File: config.mk
export PLATFORM = sky130hd
export DESIGN_NAME = pid_controller_antiwindup
export DESIGN_NICKNAME = d
export VERILOG_FILES = /design/src/hdl/pid_pkg.sv /design/src/hdl/pid_controller_antiwindup.sv /design/src/hdl/pid_regs.sv /design/src/hdl/pid_mul.sv
export VERILOG_INCLUDE_DIRS = /design/src /design/src/hdl
export SDC_FILE = /design/constraint.sdc
export NUM_CORES = 2
export LEC_CHECK = 0
export BUFFER_PORTS_ARGS = -buffer_cell sky130_fd_sc_hd__buf_2
export CORE_AREA = 3 3 384 386
export CTS_CLUSTER_SIZE = 12
export DETAILED_ROUTE_END_ITERATION = 10
export DIE_AREA = 0 0 387 389
export PLACE_DENSITY = 0.68
export SYNTH_ARGS = -nofsm -noshare
export SYNTH_HDL_FRONTEND = slang
export SYNTH_HIERARCHICAL = 1
export SYNTH_SLANG_ARGS = --single-unit
File: constraint.sdc
create_clock -name clk -period 13.5 [get_ports clk]
set_input_delay 1.35 -clock clk [delete_from_list [all_inputs] [get_ports clk]]
set_output_delay 1.35 -clock clk [all_outputs]
set_load 0.02 [all_outputs]
File: src/hdl/assert_macros.svh
// ----------------------------------------------------------------------------
// assert_macros.svh
// Clocked assertion shorthands; they expect clk and rst in scope.
// ----------------------------------------------------------------------------
`ifndef ASSERT_MACROS_SVH
`define ASSERT_MACROS_SVH

// Property checked at every clock edge outside reset.
`define ASSERT_CLK(name, prop, msg) \
  name: assert property (@(posedge clk) disable iff (rst) prop) else $error(msg);

// Same-cycle implication checked outside reset.
`define ASSERT_IMPLIES(name, pre, post, msg) \
  name: assert property (@(posedge clk) disable iff (rst) (pre) |-> (post)) else $error(msg);

`endif

File: src/hdl/pid_pkg.sv
// ----------------------------------------------------------------------------
// pid_pkg
// Shared constants, register codes and types of the PID controller.
// ----------------------------------------------------------------------------
package pid_pkg;

  localparam int DATA_WIDTH_DEF = 32;
  localparam int FRAC_BITS_DEF  = 16;

  // Multiplier operand digit consumed per cycle.
  localparam int MUL_DIGIT = 16;

  localparam int REG_INDEX_WIDTH = 3;

  localparam logic [REG_INDEX_WIDTH-1:0] REG_DEADBAND   = 3'd0;
  localparam logic [REG_INDEX_WIDTH-1:0] REG_KP         = 3'd1;
  localparam logic [REG_INDEX_WIDTH-1:0] REG_KI_TS      = 3'd2;
  localparam logic [REG_INDEX_WIDTH-1:0] REG_KD_OVER_TS = 3'd3;
  localparam logic [REG_INDEX_WIDTH-1:0] REG_D_ALPHA    = 3'd4;
  localparam logic [REG_INDEX_WIDTH-1:0] REG_D_MAX      = 3'd5;
  localparam logic [REG_INDEX_WIDTH-1:0] REG_OUT_MIN    = 3'd6;
  localparam logic [REG_INDEX_WIDTH-1:0] REG_OUT_MAX    = 3'd7;

  localparam logic [1:0] HIT_NONE = 2'd0;
  localparam logic [1:0] HIT_MAX  = 2'd1;
  localparam logic [1:0] HIT_MIN  = 2'd2;

  typedef struct packed {
    logic start;
    logic wide;   // saturate to DATA_WIDTH+2 bits instead of DATA_WIDTH
  } mul_ctl_t;

  function automatic int imax(input int a, input int b);
    return (a > b) ? a : b;
  endfunction

endpackage

File: src/hdl/pid_controller_antiwindup.sv
// ----------------------------------------------------------------------------
// pid_controller_antiwindup
// Sequencing: a request is taken only in the idle state, after the last one
//   has left the limit stage; each request takes four passes through the
//   one shared multiplier. A new request is taken while a result waits.
// Reset: synchronous, clears integral, filter and previous error state and
//   loads the register defaults.
// ----------------------------------------------------------------------------
`include "assert_macros.svh"

module pid_controller_antiwindup #(
  parameter int DATA_WIDTH = pid_pkg::DATA_WIDTH_DEF,
  parameter int FRAC_BITS  = pid_pkg::FRAC_BITS_DEF,
  localparam int CFG_W     = pid_pkg::imax(DATA_WIDTH, FRAC_BITS + 1)
) (
  input  logic                                clk,
  input  logic                                rst,
  input  logic                                cfg_write,
  input  logic [pid_pkg::REG_INDEX_WIDTH-1:0] cfg_index,
  input  logic [CFG_W-1:0]                    cfg_data,
  input  logic                                in_valid,
  output logic                                in_ready,
  input  logic signed [DATA_WIDTH-1:0]        error,
  output logic                                out_valid,
  input  logic                                out_ready,
  output logic signed [DATA_WIDTH-1:0]        drive,
  output logic [1:0]                          limit_hit
);

  localparam int W  = DATA_WIDTH;
  localparam int XW = W + 2;
  localparam int BW = pid_pkg::imax(W, FRAC_BITS + 2);

  localparam logic [3:0] ST_IDLE = 4'd0;
  localparam logic [3:0] ST_DB   = 4'd1;
  localparam logic [3:0] ST_X    = 4'd2;
  localparam logic [3:0] ST_WF   = 4'd3;
  localparam logic [3:0] ST_FC   = 4'd4;
  localparam logic [3:0] ST_WD   = 4'd5;
  localparam logic [3:0] ST_WP   = 4'd6;
  localparam logic [3:0] ST_WI   = 4'd7;
  localparam logic [3:0] ST_SUM  = 4'd8;
  localparam logic [3:0] ST_LIM  = 4'd9;

  localparam logic signed [W-1:0] W_MAX = {1'b0, {(W-1){1'b1}}};
  localparam logic signed [W-1:0] W_MIN = {1'b1, {(W-1){1'b0}}};

  // configuration
  logic [W-2:0]          cfg_deadband;
  logic signed [W-1:0]   cfg_kp;
  logic signed [W-1:0]   cfg_ki_ts;
  logic signed [W-1:0]   cfg_kd;
  logic [FRAC_BITS:0]    cfg_alpha;
  logic [W-2:0]          cfg_d_max;
  logic signed [W-1:0]   cfg_out_min;
  logic signed [W-1:0]   cfg_out_max;

  // sequencer and data path
  logic [3:0]            state;
  logic [3:0]            state_next;
  logic signed [W-1:0]   err_q;
  logic signed [W-1:0]   e_q;
  logic signed [W-1:0]   prev;
  logic signed [W-1:0]   fdiff;
  logic signed [W-1:0]   integ;
  logic signed [W+2:0]   fsum;
  logic signed [W-1:0]   p_q;
  logic signed [W-1:0]   d_q;
  logic signed [W-1:0]   ni_q;
  logic signed [W:0]     pd_q;
  logic signed [W+1:0]   y_q;

  // shared multiplier
  pid_pkg::mul_ctl_t     mul_ctl;
  logic signed [XW-1:0]  mul_a;
  logic signed [BW-1:0]  mul_b;
  logic                  mul_done;
  logic signed [XW-1:0]  mul_res;

  logic signed [W:0]     errx;
  logic signed [W:0]     dbx;
  logic                  in_band;
  logic signed [XW-1:0]  x_c;
  logic signed [W+2:0]   dmx;
  logic signed [W+2:0]   fclamp_wide;
  logic signed [W-1:0]   f_clamp;
  logic signed [W:0]     isum;
  logic signed [W-1:0]   isat;
  logic                  out_free;
  logic                  hit_max;
  logic                  hit_min;
  logic signed [W-1:0]   lim_val;
  logic signed [W+1:0]   ldiff;
  logic signed [W-1:0]   lsat;

  pid_regs #(
    .DATA_WIDTH (DATA_WIDTH),
    .FRAC_BITS  (FRAC_BITS)
  ) u_regs (
    .clk        (clk),
    .rst        (rst),
    .cfg_write  (cfg_write),
    .cfg_index  (cfg_index),
    .cfg_data   (cfg_data),
    .deadband   (cfg_deadband),
    .kp         (cfg_kp),
    .ki_ts      (cfg_ki_ts),
    .kd_over_ts (cfg_kd),
    .alpha_eff  (cfg_alpha),
    .d_max      (cfg_d_max),
    .out_min    (cfg_out_min),
    .out_max    (cfg_out_max)
  );

  pid_mul #(
    .DATA_WIDTH (DATA_WIDTH),
    .FRAC_BITS  (FRAC_BITS)
  ) u_mul (
    .clk  (clk),
    .rst  (rst),
    .ctl  (mul_ctl),
    .a    (mul_a),
    .b    (mul_b),
    .done (mul_done),
    .res  (mul_res)
  );

  assign in_ready = (state == ST_IDLE);
  assign out_free = !out_valid || out_ready;

  // deadband
  assign errx    = (W+1)'(err_q);
  assign dbx     = $signed({2'b00, cfg_deadband});
  assign in_band = (errx >= -dbx) && (errx <= dbx);

  // filter input: (e - prev) - f
  assign x_c = XW'(e_q) - XW'(prev) - XW'(fdiff);

  // derivative clamp
  assign dmx         = $signed({4'b0000, cfg_d_max});
  assign fclamp_wide = (fsum > dmx) ? dmx : ((fsum < -dmx) ? -dmx : fsum);
  assign f_clamp     = fclamp_wide[W-1:0];

  // integral update, saturated
  assign isum = (W+1)'(integ) + (W+1)'($signed(mul_res[W-1:0]));
  assign isat = (isum[W] != isum[W-1]) ? (isum[W] ? W_MIN : W_MAX) : isum[W-1:0];

  // output limits, upper limit tested first
  assign hit_max = (y_q > (W+2)'(cfg_out_max));
  assign hit_min = (y_q < (W+2)'(cfg_out_min));
  assign lim_val = hit_max ? cfg_out_max : cfg_out_min;
  assign ldiff   = (W+2)'(lim_val) - (W+2)'(pd_q);
  assign lsat    = ((ldiff[W+1:W-1] == 3'b000) || (ldiff[W+1:W-1] == 3'b111))
                   ? ldiff[W-1:0] : (ldiff[W+1] ? W_MIN : W_MAX);

  always_comb begin
    mul_ctl.start = 1'b0;
    mul_ctl.wide  = 1'b0;
    mul_a         = '0;
    mul_b         = '0;
    unique case (state)
      ST_X: begin
        mul_ctl.start = 1'b1;
        mul_ctl.wide  = 1'b1;
        mul_a         = x_c;
        mul_b         = $signed(BW'(cfg_alpha));
      end
      ST_FC: begin
        mul_ctl.start = 1'b1;
        mul_a         = XW'(f_clamp);
        mul_b         = BW'(cfg_kd);
      end
      ST_WD: begin
        mul_ctl.start = mul_done;
        mul_a         = XW'(e_q);
        mul_b         = BW'(cfg_kp);
      end
      ST_WP: begin
        mul_ctl.start = mul_done;
        mul_a         = XW'(e_q);
        mul_b         = BW'(cfg_ki_ts);
      end
      default: ;
    endcase
  end

  always_comb begin
    state_next = state;
    unique case (state)
      ST_IDLE: if (in_valid) state_next = ST_DB;
      ST_DB:   state_next = ST_X;
      ST_X:    state_next = ST_WF;
      ST_WF:   if (mul_done) state_next = ST_FC;
      ST_FC:   state_next = ST_WD;
      ST_WD:   if (mul_done) state_next = ST_WP;
      ST_WP:   if (mul_done) state_next = ST_WI;
      ST_WI:   if (mul_done) state_next = ST_SUM;
      ST_SUM:  state_next = ST_LIM;
      ST_LIM:  if (out_free) state_next = ST_IDLE;
      default: state_next = ST_IDLE;
    endcase
  end

  always_ff @(posedge clk) begin
    if (rst) begin
      state <= ST_IDLE;
    end else begin
      state <= state_next;
    end
  end

  // controller state
  always_ff @(posedge clk) begin
    if (rst) begin
      prev  <= '0;
      fdiff <= '0;
      integ <= '0;
    end else begin
      if (state == ST_FC) begin
        fdiff <= f_clamp;
      end
      if (state == ST_LIM && out_free) begin
        prev  <= e_q;
        integ <= (hit_max || hit_min) ? lsat : ni_q;
      end
    end
  end

  // working registers
  always_ff @(posedge clk) begin
    if (state == ST_IDLE && in_valid) begin
      err_q <= error;
    end
    if (state == ST_DB) begin
      e_q <= in_band ? '0 : err_q;
    end
    if (state == ST_WF && mul_done) begin
      fsum <= (W+3)'(fdiff) + (W+3)'(mul_res);
    end
    if (state == ST_WD && mul_done) begin
      d_q <= mul_res[W-1:0];
    end
    if (state == ST_WP && mul_done) begin
      p_q <= mul_res[W-1:0];
    end
    if (state == ST_WI && mul_done) begin
      ni_q <= isat;
    end
    if (state == ST_SUM) begin
      pd_q <= (W+1)'(p_q) + (W+1)'(d_q);
      y_q  <= (W+2)'(p_q) + (W+2)'(d_q) + (W+2)'(ni_q);
    end
  end

  // result register
  always_ff @(posedge clk) begin
    if (rst) begin
      out_valid <= 1'b0;
    end else if (state == ST_LIM && out_free) begin
      out_valid <= 1'b1;
    end else if (out_ready) begin
      out_valid <= 1'b0;
    end
  end

  always_ff @(posedge clk) begin
    if (state == ST_LIM && out_free) begin
      if (hit_max) begin
        drive     <= cfg_out_max;
        limit_hit <= pid_pkg::HIT_MAX;
      end else if (hit_min) begin
        drive     <= cfg_out_min;
        limit_hit <= pid_pkg::HIT_MIN;
      end else begin
        drive     <= y_q[W-1:0];
        limit_hit <= pid_pkg::HIT_NONE;
      end
    end
  end

  `ASSERT_CLK(a_busy_after_request, in_valid && in_ready |=> !in_ready, "request taken while busy")
  `ASSERT_IMPLIES(a_done_in_wait, mul_done, state == ST_WF || state == ST_WD || state == ST_WP || state == ST_WI, "multiplier done outside a wait state")
  `ASSERT_IMPLIES(a_hit_code, out_valid, limit_hit == pid_pkg::HIT_NONE || limit_hit == pid_pkg::HIT_MAX || limit_hit == pid_pkg::HIT_MIN, "bad limit code")
  `ASSERT_IMPLIES(a_max_drive, out_valid && limit_hit == pid_pkg::HIT_MAX, drive == cfg_out_max, "clamped drive differs from upper limit")

endmodule

File: src/hdl/pid_regs.sv
// ----------------------------------------------------------------------------
// pid_regs
// Configuration register file with write decode and filter weight limiting.
// ----------------------------------------------------------------------------
module pid_regs #(
  parameter int DATA_WIDTH = pid_pkg::DATA_WIDTH_DEF,
  parameter int FRAC_BITS  = pid_pkg::FRAC_BITS_DEF,
  localparam int CFG_W     = pid_pkg::imax(DATA_WIDTH, FRAC_BITS + 1)
) (
  input  logic                                 clk,
  input  logic                                 rst,
  input  logic                                 cfg_write,
  input  logic [pid_pkg::REG_INDEX_WIDTH-1:0]  cfg_index,
  input  logic [CFG_W-1:0]                     cfg_data,
  output logic [DATA_WIDTH-2:0]                deadband,
  output logic signed [DATA_WIDTH-1:0]         kp,
  output logic signed [DATA_WIDTH-1:0]         ki_ts,
  output logic signed [DATA_WIDTH-1:0]         kd_over_ts,
  output logic [FRAC_BITS:0]                   alpha_eff,
  output logic [DATA_WIDTH-2:0]                d_max,
  output logic signed [DATA_WIDTH-1:0]         out_min,
  output logic signed [DATA_WIDTH-1:0]         out_max
);

  localparam logic [FRAC_BITS:0] ALPHA_ONE = (FRAC_BITS + 1)'(1) << FRAC_BITS;

  logic [FRAC_BITS:0] d_alpha;

  always_ff @(posedge clk) begin
    if (rst) begin
      deadband   <= '0;
      kp         <= '0;
      ki_ts      <= '0;
      kd_over_ts <= '0;
      d_alpha    <= ALPHA_ONE;
      d_max      <= '1;
      out_min    <= {1'b1, {(DATA_WIDTH-1){1'b0}}};
      out_max    <= {1'b0, {(DATA_WIDTH-1){1'b1}}};
    end else if (cfg_write) begin
      unique case (cfg_index)
        pid_pkg::REG_DEADBAND:   deadband   <= cfg_data[DATA_WIDTH-2:0];
        pid_pkg::REG_KP:         kp         <= cfg_data[DATA_WIDTH-1:0];
        pid_pkg::REG_KI_TS:      ki_ts      <= cfg_data[DATA_WIDTH-1:0];
        pid_pkg::REG_KD_OVER_TS: kd_over_ts <= cfg_data[DATA_WIDTH-1:0];
        pid_pkg::REG_D_ALPHA:    d_alpha    <= cfg_data[FRAC_BITS:0];
        pid_pkg::REG_D_MAX:      d_max      <= cfg_data[DATA_WIDTH-2:0];
        pid_pkg::REG_OUT_MIN:    out_min    <= cfg_data[DATA_WIDTH-1:0];
        pid_pkg::REG_OUT_MAX:    out_max    <= cfg_data[DATA_WIDTH-1:0];
        default: ;
      endcase
    end
  end

  // Weights above one act as one.
  assign alpha_eff = (d_alpha > ALPHA_ONE) ? ALPHA_ONE : d_alpha;

endmodule

File: src/hdl/pid_mul.sv
// ----------------------------------------------------------------------------
// pid_mul
// Shared sign-magnitude multiplier: digit-serial product, round to nearest
// with ties away from zero, shift by the fraction bits, saturate.
// ----------------------------------------------------------------------------
module pid_mul #(
  parameter int DATA_WIDTH = pid_pkg::DATA_WIDTH_DEF,
  parameter int FRAC_BITS  = pid_pkg::FRAC_BITS_DEF,
  localparam int XW        = DATA_WIDTH + 2,
  localparam int BW        = pid_pkg::imax(DATA_WIDTH, FRAC_BITS + 2)
) (
  input  logic                    clk,
  input  logic                    rst,
  input  pid_pkg::mul_ctl_t       ctl,
  input  logic signed [XW-1:0]    a,
  input  logic signed [BW-1:0]    b,
  output logic                    done,
  output logic signed [XW-1:0]    res
);

  localparam int DIG   = pid_pkg::MUL_DIGIT;
  localparam int NSTEP = (BW + DIG - 1) / DIG;
  localparam int BP    = NSTEP * DIG;
  localparam int PW    = XW + BP;
  localparam int QW    = PW - FRAC_BITS;
  localparam int CW    = $clog2(NSTEP) + 1;
  localparam logic [PW-1:0] RND_HALF = PW'(1) << (FRAC_BITS - 1);

  localparam logic [1:0] M_IDLE = 2'd0;
  localparam logic [1:0] M_RUN  = 2'd1;
  localparam logic [1:0] M_RND  = 2'd2;
  localparam logic [1:0] M_SAT  = 2'd3;

  logic [1:0]          mstate;
  logic [CW-1:0]       cnt;
  logic                neg;
  logic                wide;
  logic [XW-1:0]       ua;
  logic [BP-1:0]       ub;
  logic [PW-1:0]       acc;
  logic [QW-1:0]       q;

  logic [XW-1:0]       amag;
  logic [BW-1:0]       bmag;
  logic [XW+DIG-1:0]   pp;
  logic [QW-1:0]       lim;
  logic [QW-1:0]       qsat;

  assign amag = a[XW-1] ? XW'(-a) : XW'(a);
  assign bmag = b[BW-1] ? BW'(-b) : BW'(b);
  assign pp   = ua * ub[BP-1 -: DIG];

  assign lim  = (wide ? (QW'(1) << (XW - 1)) : (QW'(1) << (DATA_WIDTH - 1)))
                - QW'(!neg);
  assign qsat = (q > lim) ? lim : q;

  always_ff @(posedge clk) begin
    if (rst) begin
      mstate <= M_IDLE;
      done   <= 1'b0;
    end else begin
      done <= (mstate == M_SAT);
      unique case (mstate)
        M_IDLE: if (ctl.start) mstate <= M_RUN;
        M_RUN:  if (cnt == CW'(NSTEP - 1)) mstate <= M_RND;
        M_RND:  mstate <= M_SAT;
        M_SAT:  mstate <= M_IDLE;
        default: mstate <= M_IDLE;
      endcase
    end
  end

  always_ff @(posedge clk) begin
    unique case (mstate)
      M_IDLE: begin
        cnt  <= '0;
        neg  <= a[XW-1] ^ b[BW-1];
        wide <= ctl.wide;
        ua   <= amag;
        ub   <= BP'(bmag);
        acc  <= '0;
      end
      M_RUN: begin
        // Most significant digit first.
        acc <= (acc << DIG) + PW'(pp);
        ub  <= ub << DIG;
        cnt <= cnt + CW'(1);
      end
      M_RND: q <= QW'((acc + RND_HALF) >> FRAC_BITS);
      M_SAT: res <= neg ? -$signed(XW'(qsat)) : $signed(XW'(qsat));
      default: ;
    endcase
  end

endmodule

# Yosys cells after proc, flatten, opt, wreduce, memory -nomap -nowiden
# Index checks and enable logic that the tools add are counted.
dict set report totals {
  register_bits 859
  input_bits 72
  word_cells 157
}
dict set report op_classes {
  addsub 17
  mul 1
  n_lt_le_gt_ge 8
  eq_ne 30
  mux 36
  bitwise_logic 1
  reduce_logical 30
}
# cell n
set ops {}
lappend ops {{32-bit 2-to-1 mux} 11}
lappend ops {{66-bit one-hot mux with 2 select lines} 1}
lappend ops {{32-bit one-hot mux with 4 select lines} 1}
lappend ops {{34-bit 2-to-1 mux} 3}
lappend ops {{34-bit one-hot mux with 3 select lines} 1}
lappend ops {{32-bit by 32-bit adder with 33-bit output} 3}
lappend ops {{34-bit negator} 2}
lappend ops {{66-bit by 16-bit adder with 66-bit output (second input constant)} 1}
lappend ops {{66-bit by 50-bit adder with 66-bit output} 1}
lappend ops {{32-bit one-hot mux with 2 select lines} 1}
lappend ops {{50-bit > comparator} 1}
lappend ops {{34-bit by 16-bit multiplier with 50-bit output} 1}
lappend ops {{4-bit one-hot mux with 10 select lines} 1}
lappend ops {{32-bit by 34-bit adder with 35-bit output} 1}
lappend ops {{35-bit by 32-bit > comparator with 1-bit output} 1}
lappend ops {{35-bit less-than comparator} 1}
lappend ops {{31-bit negator with 35-bit output} 1}
lappend ops {{34-bit by 1-bit subtractor with 35-bit output} 1}
lappend ops {{33-bit by 32-bit adder with 34-bit output} 1}
lappend ops {{34-bit by 32-bit > comparator with 1-bit output} 1}
lappend ops {{34-bit by 32-bit less-than comparator with 1-bit output} 1}
lappend ops {{32-bit by 33-bit subtractor with 34-bit output} 1}
lappend ops {{33-bit by 32-bit subtractor with 34-bit output} 1}
lappend ops {{32-bit by 33-bit greater-or-equal comparator with 1-bit output} 1}
lappend ops {{other kinds (37)} 84}

# Logic depth before layout (Yosys ltp)
dict set report depth {
  ltp_word 7
  depth_mapped 34
  depth_no_buf 31
}

# By module
# Netlist, hierarchy kept.
# module instances cells_per_inst area_per_inst_um2 seq_area_each_um2
set modules_own_cells {}
lappend modules_own_cells {pid_controller_antiwindup 1 3587 32494.9 10910.5}
lappend modules_own_cells {pid_mul 1 3292 30830.8 6666.4}
lappend modules_own_cells {pid_regs 1 1096 8858.5 4784.6}

# Worst setup path before layout
# No wires, ideal clock.
dict set report synth_timing {
  kind {register to register}
  from {register u_regs.d_max[2]}
  to {register u_mul.ua[31] (data pin)}
  setup_ns 0.263
  t_arrival_ns 7.138
  required_time_ns 13.237
  path_slack_ns 6.098
  stages_incl_launch_ff 34
  period_less_slack_ns 7.402
  path_cell_list {dfxtp_1 -> clkbuf_1 -> or3_1 -> nor3_2 -> nand2_1 -> or2_2 -> clkbuf_1 -> nor3_2 -> nand2_1 -> nor4_1 -> xnor2_1 -> inv_1 -> ha_1 -> nand4_1 -> nor2_1 -> nand3_1 -> nor3_1 -> nand2_1 -> a211o_1 -> and2_1 -> o21ai_0 -> clkbuf_1 -> clkbuf_1 -> a21oi_1 -> o221ai_1 -> nand2_1 -> or4_4 -> or3_4 -> or4_4 -> nand2b_4 -> or3_4 -> nand2b_4 -> o31ai_4 -> xnor2_1}
}
dict set report synth_via {
  elab_chain_cells 7
}
# item line
set synth_lines {}
lappend synth_lines {{start, declared} pid_regs.sv:20} ;# output logic [DATA_WIDTH-2:0] d_max,
lappend synth_lines {{start signal, assigned} pid_regs.sv:46} ;# pid_pkg::REG_D_MAX: d_max <= cfg_data[DATA_WIDTH-2:0];
lappend synth_lines {{31-bit negator with 35-bit output} pid_controller_antiwindup.sv:141} ;# assign fclamp_wide = (fsum > dmx) ? dmx : ((fsum < -dmx) ? -dmx : fsum);
lappend synth_lines {{35-bit less-than comparator} pid_controller_antiwindup.sv:141}
lappend synth_lines {{32-bit 2-to-1 mux} pid_controller_antiwindup.sv:141}
lappend synth_lines {{32-bit 2-to-1 mux *} pid_controller_antiwindup.sv:141}
lappend synth_lines {{34-bit one-hot mux with 3 select lines *} pid_controller_antiwindup.sv:161} ;# unique case (state)
lappend synth_lines {{net mul_a[9]} pid_controller_antiwindup.sv:75} ;# logic signed [XW-1:0] mul_a;
lappend synth_lines {{34-bit negator *} pid_mul.sv:49} ;# assign amag = a[XW-1] ? XW'(-a) : XW'(a);
lappend synth_lines {{33-bit 2-to-1 mux *} pid_mul.sv:49}
lappend synth_lines {{net u_mul.amag[31]} pid_mul.sv:43} ;# logic [XW-1:0] amag;
lappend synth_lines {{end signal, assigned} pid_mul.sv:79} ;# ua <= amag;
lappend synth_lines {{end, declared} pid_mul.sv:38} ;# logic [XW-1:0] ua;
# The timed path passes the listed nets; every way through them passes the cells marked *.
# A chain may end at the register's enable or synchronous reset.

# Worst setup path in the final report
dict set report layout_timing {
  from {register u_regs.d_max[1]}
  to {register u_mul.ua[28] (data pin)}
}
# The elaborated chain is that of the path after synthesis.

==> metrics <==
status finished clean; Die Span Y 389 µm; DP Worst Slack 4.59 ns; highest clock rate 109 MHz; row count 139; max_cap viols 0; RR Endpoint u_mul/ua[28]; CP Capture Point u_mul/ua[28]; Leakage Power 33.6 nW; ratio of final minimum period to clock period 0.677; cell family with most CP delay simple AND/OR/NAND/NOR gates; fin crit period 9.14 ns; WS Path Type reg2reg; die area 151,000 µm²; final instance area 77,500 µm²; first-pass GRT wire length 341 mm; # IOs 108; core footprint 144,000 µm²; drt first pass iters 6; CP required 13.95 ns; TritonCTS Buffers 98; routed len/inst 22.5 µm; Critical-path top delay cell o21ai_2; Hold WC Path Type reg2reg; total chip power 16.0 mW; antenna viol nets, final 0; Max clock buf depth 3; sequential share of power 0.230; initial antenna violation count 19; Ys Warns 6; Critical Path Fanout Max 22; CP max stage delay 0.65 ns; Setup WS post-layout 4.36 ns; clk sink count 859; total grt overflow 0; post-synthesis sequential area ratio 0.310; average cell area after synthesis 9.05 µm²; Starting DRT DRC Count 5,828; vias in the first global route 57,800; synth unique cells 107; P_int 8.20 mW; worst slew pin tran 1.07 ns; Clock Skews 0.0742 ns; P&R area growth vs syn 7.30%; most common flop cell mapped by yosys edfxtp_1; Setup Fix Bufs, Post-CTS 0; main area contributors after synthesis edfxtp_1 21%, fa_1 15%, ha_1 10%; Clock Power Share 0.169; final wirelength 223 mm; Setup crit end kind flip-flop; fin. max-slew vios 0; area leader, netlist edfxtp_1; Yosys top cell area share 0.215; crit start category flip-flop; EDFF count, synth 516; commonest non-fill, non-tap cell in the layout nand2_1; synthesis-stage register bit count 859; share of cells above drive strength 1 0.0539; Reg clk slew, reported paths 0.06 ns; starting density of the core 0.502; PwrDens 206 nW/µm²; Post-Syn Area 72,200 µm²; syn nets 9,174; GPL Wtd Cong 0.969; Worst R2R Start u_regs/d_max[1]; via count 58,300; NetSw 7.76 mW; flop-to-flop setup slack 4.36 ns; gr usage total 0.293; Sw Share 0.486; H-tree depth 3; Critical Path AT 9.59 ns; Final Net Count 9,097; hpwl dp 169 mm; cell mode on critical path nand2_1; post-synthesis async set-or-reset flop share 0; instance count on the critical path 30; pin count of the biggest net entering global routing 156; most frequent cells in the layout 1,274 x nand2_1, 967 x inv_1, 632 x a21oi_1, 575 x ha_1, 549 x fa_1; final setup TNS 0 ns; final core utilization 0.539; vias per cell 5.89; port bufs 107; RSZ-0062 raised after global routing false; Slew HR 0.287; maximum VDD drop 0.000426 V; Worst Min Path Start u_regs/kd_over_ts[9]; TritonCTS clock tree yes; final setup fails 0; Worst Path Buf+Inv 3; Die X 387 µm; # resized after CTS 0; number of remaining DRC errors 0; CTS Root Cell clkbuf_16; CP startpoint u_regs/d_max[1]; Hold Violations, Final 0; worst skew pair latency 0.74 ns; r2r worst-path depth 30; Cells after Synth 7,975; hold-fix buffers at CTS 0; Comb pwr share 0.601; Placed Instance Area 74,200 µm²
## flip-flops by register name (all words and copies together) (netlist names), 33 cells and up
signal,count
fsum,35
pd_q,33
u_mul/acc,66
u_mul/q,50
u_mul/res,34
u_mul/ua,34
y_q,34
## worst reg2reg max path: cells and delay by family (launching register included)
family	cells	cell delay (ns)
AO/OA/AOI/OAI	6	2.12
XOR/XNOR	2	0.31
adder cells (fa/ha/maj)	2	0.57
buffers and inverters	3	0.62
flip-flops	1	0.33
AND/OR/NAND/NOR	17	4.90
## area by class of cell
| class | count | area (µm²) |
|---|---|---|
| multi-input cells | 5788 | 44700 |
| inverters | 970 | 3640 |
| clock buffers | 148 | 2870 |
| flip-flops and latches | 859 | 22400 |
| diodes | 5 | 12.5 |
| clock inverters | 37 | 397 |
| well taps | 1903 | 2380 |
| fillers | 12900 | 66400 |
| repair buffers | 181 | 1110 |
## per-layer routing
layer  global-route usage  vias up  share of wire
met5                    0        -        0.00015
met4                0.108        6          0.039
met3               0.0530      408          0.085
met2                0.466     2250           0.45
met1                0.399    28800           0.42
li1                     -    26800              -
## power by group through the flow
stage	clock network, mW	logic [mW]	registers, mW
after floorplan	0	6.98	3.41
after global placement	0	9.45	3.70
after detailed placement	0	9.55	3.70
after CTS	2.74	9.61	3.65
after global routing	2.85	10.9	3.69
final	2.70	9.59	3.67
## logic make-up after synthesis
kind of cell | synth area share
AOI/OAI and AO/OA | 0.140
adders and majority gates | 0.253
DFF | 0.310
muxes | 0.00348
and+or+nand+nor | 0.176
buffers and inverters | 0.0729
xor gates and xnor gates | 0.0443
## synthesized netlist by cell type (all sizes together) (18+ instances only)
library cell and n:
a31oi 59, o221ai 28, nor2b 75, a22oi 52
xor2 134, buf 87, edfxtp 516, o31ai 37
or2 25, nand4 89, a21oi 635, o211ai 30
or3 36, nand3 103, nand2b 73, a211oi 44
dfxtp 343, o41ai 18, xnor2 230, nand3b 71
a21o 211, o21a 37, nand2 1275, and2 324
nor2 298, clkbuf 271, mux2i 24, and3 44
ha 578, inv 968, o21bai 30, nor3 117
o21ai 298, nor4 38, fa 549
## per-stage QoR
step / std cells / hold WS, ns
detailed placement: 9701 / 0.442
floorplan: 7975 / 0.427
finish: 9891 / 0.453
CTS: 9886 / 0.453
global route: 9886 / 0.470
global placement: 9701 / 0.437
## how the worst min path moves through the flow
stage / endpoint / cells after the start
detailed placement: integ[0] / 2
floorplan: integ[0] / 2
CTS: integ[0] / 2
global placement: integ[0] / 2
global route: u_regs/ki_ts[2] / 2
finish: u_regs/kd_over_ts[9] / 2
Note: power is estimated with default switching activity, not from simulation.
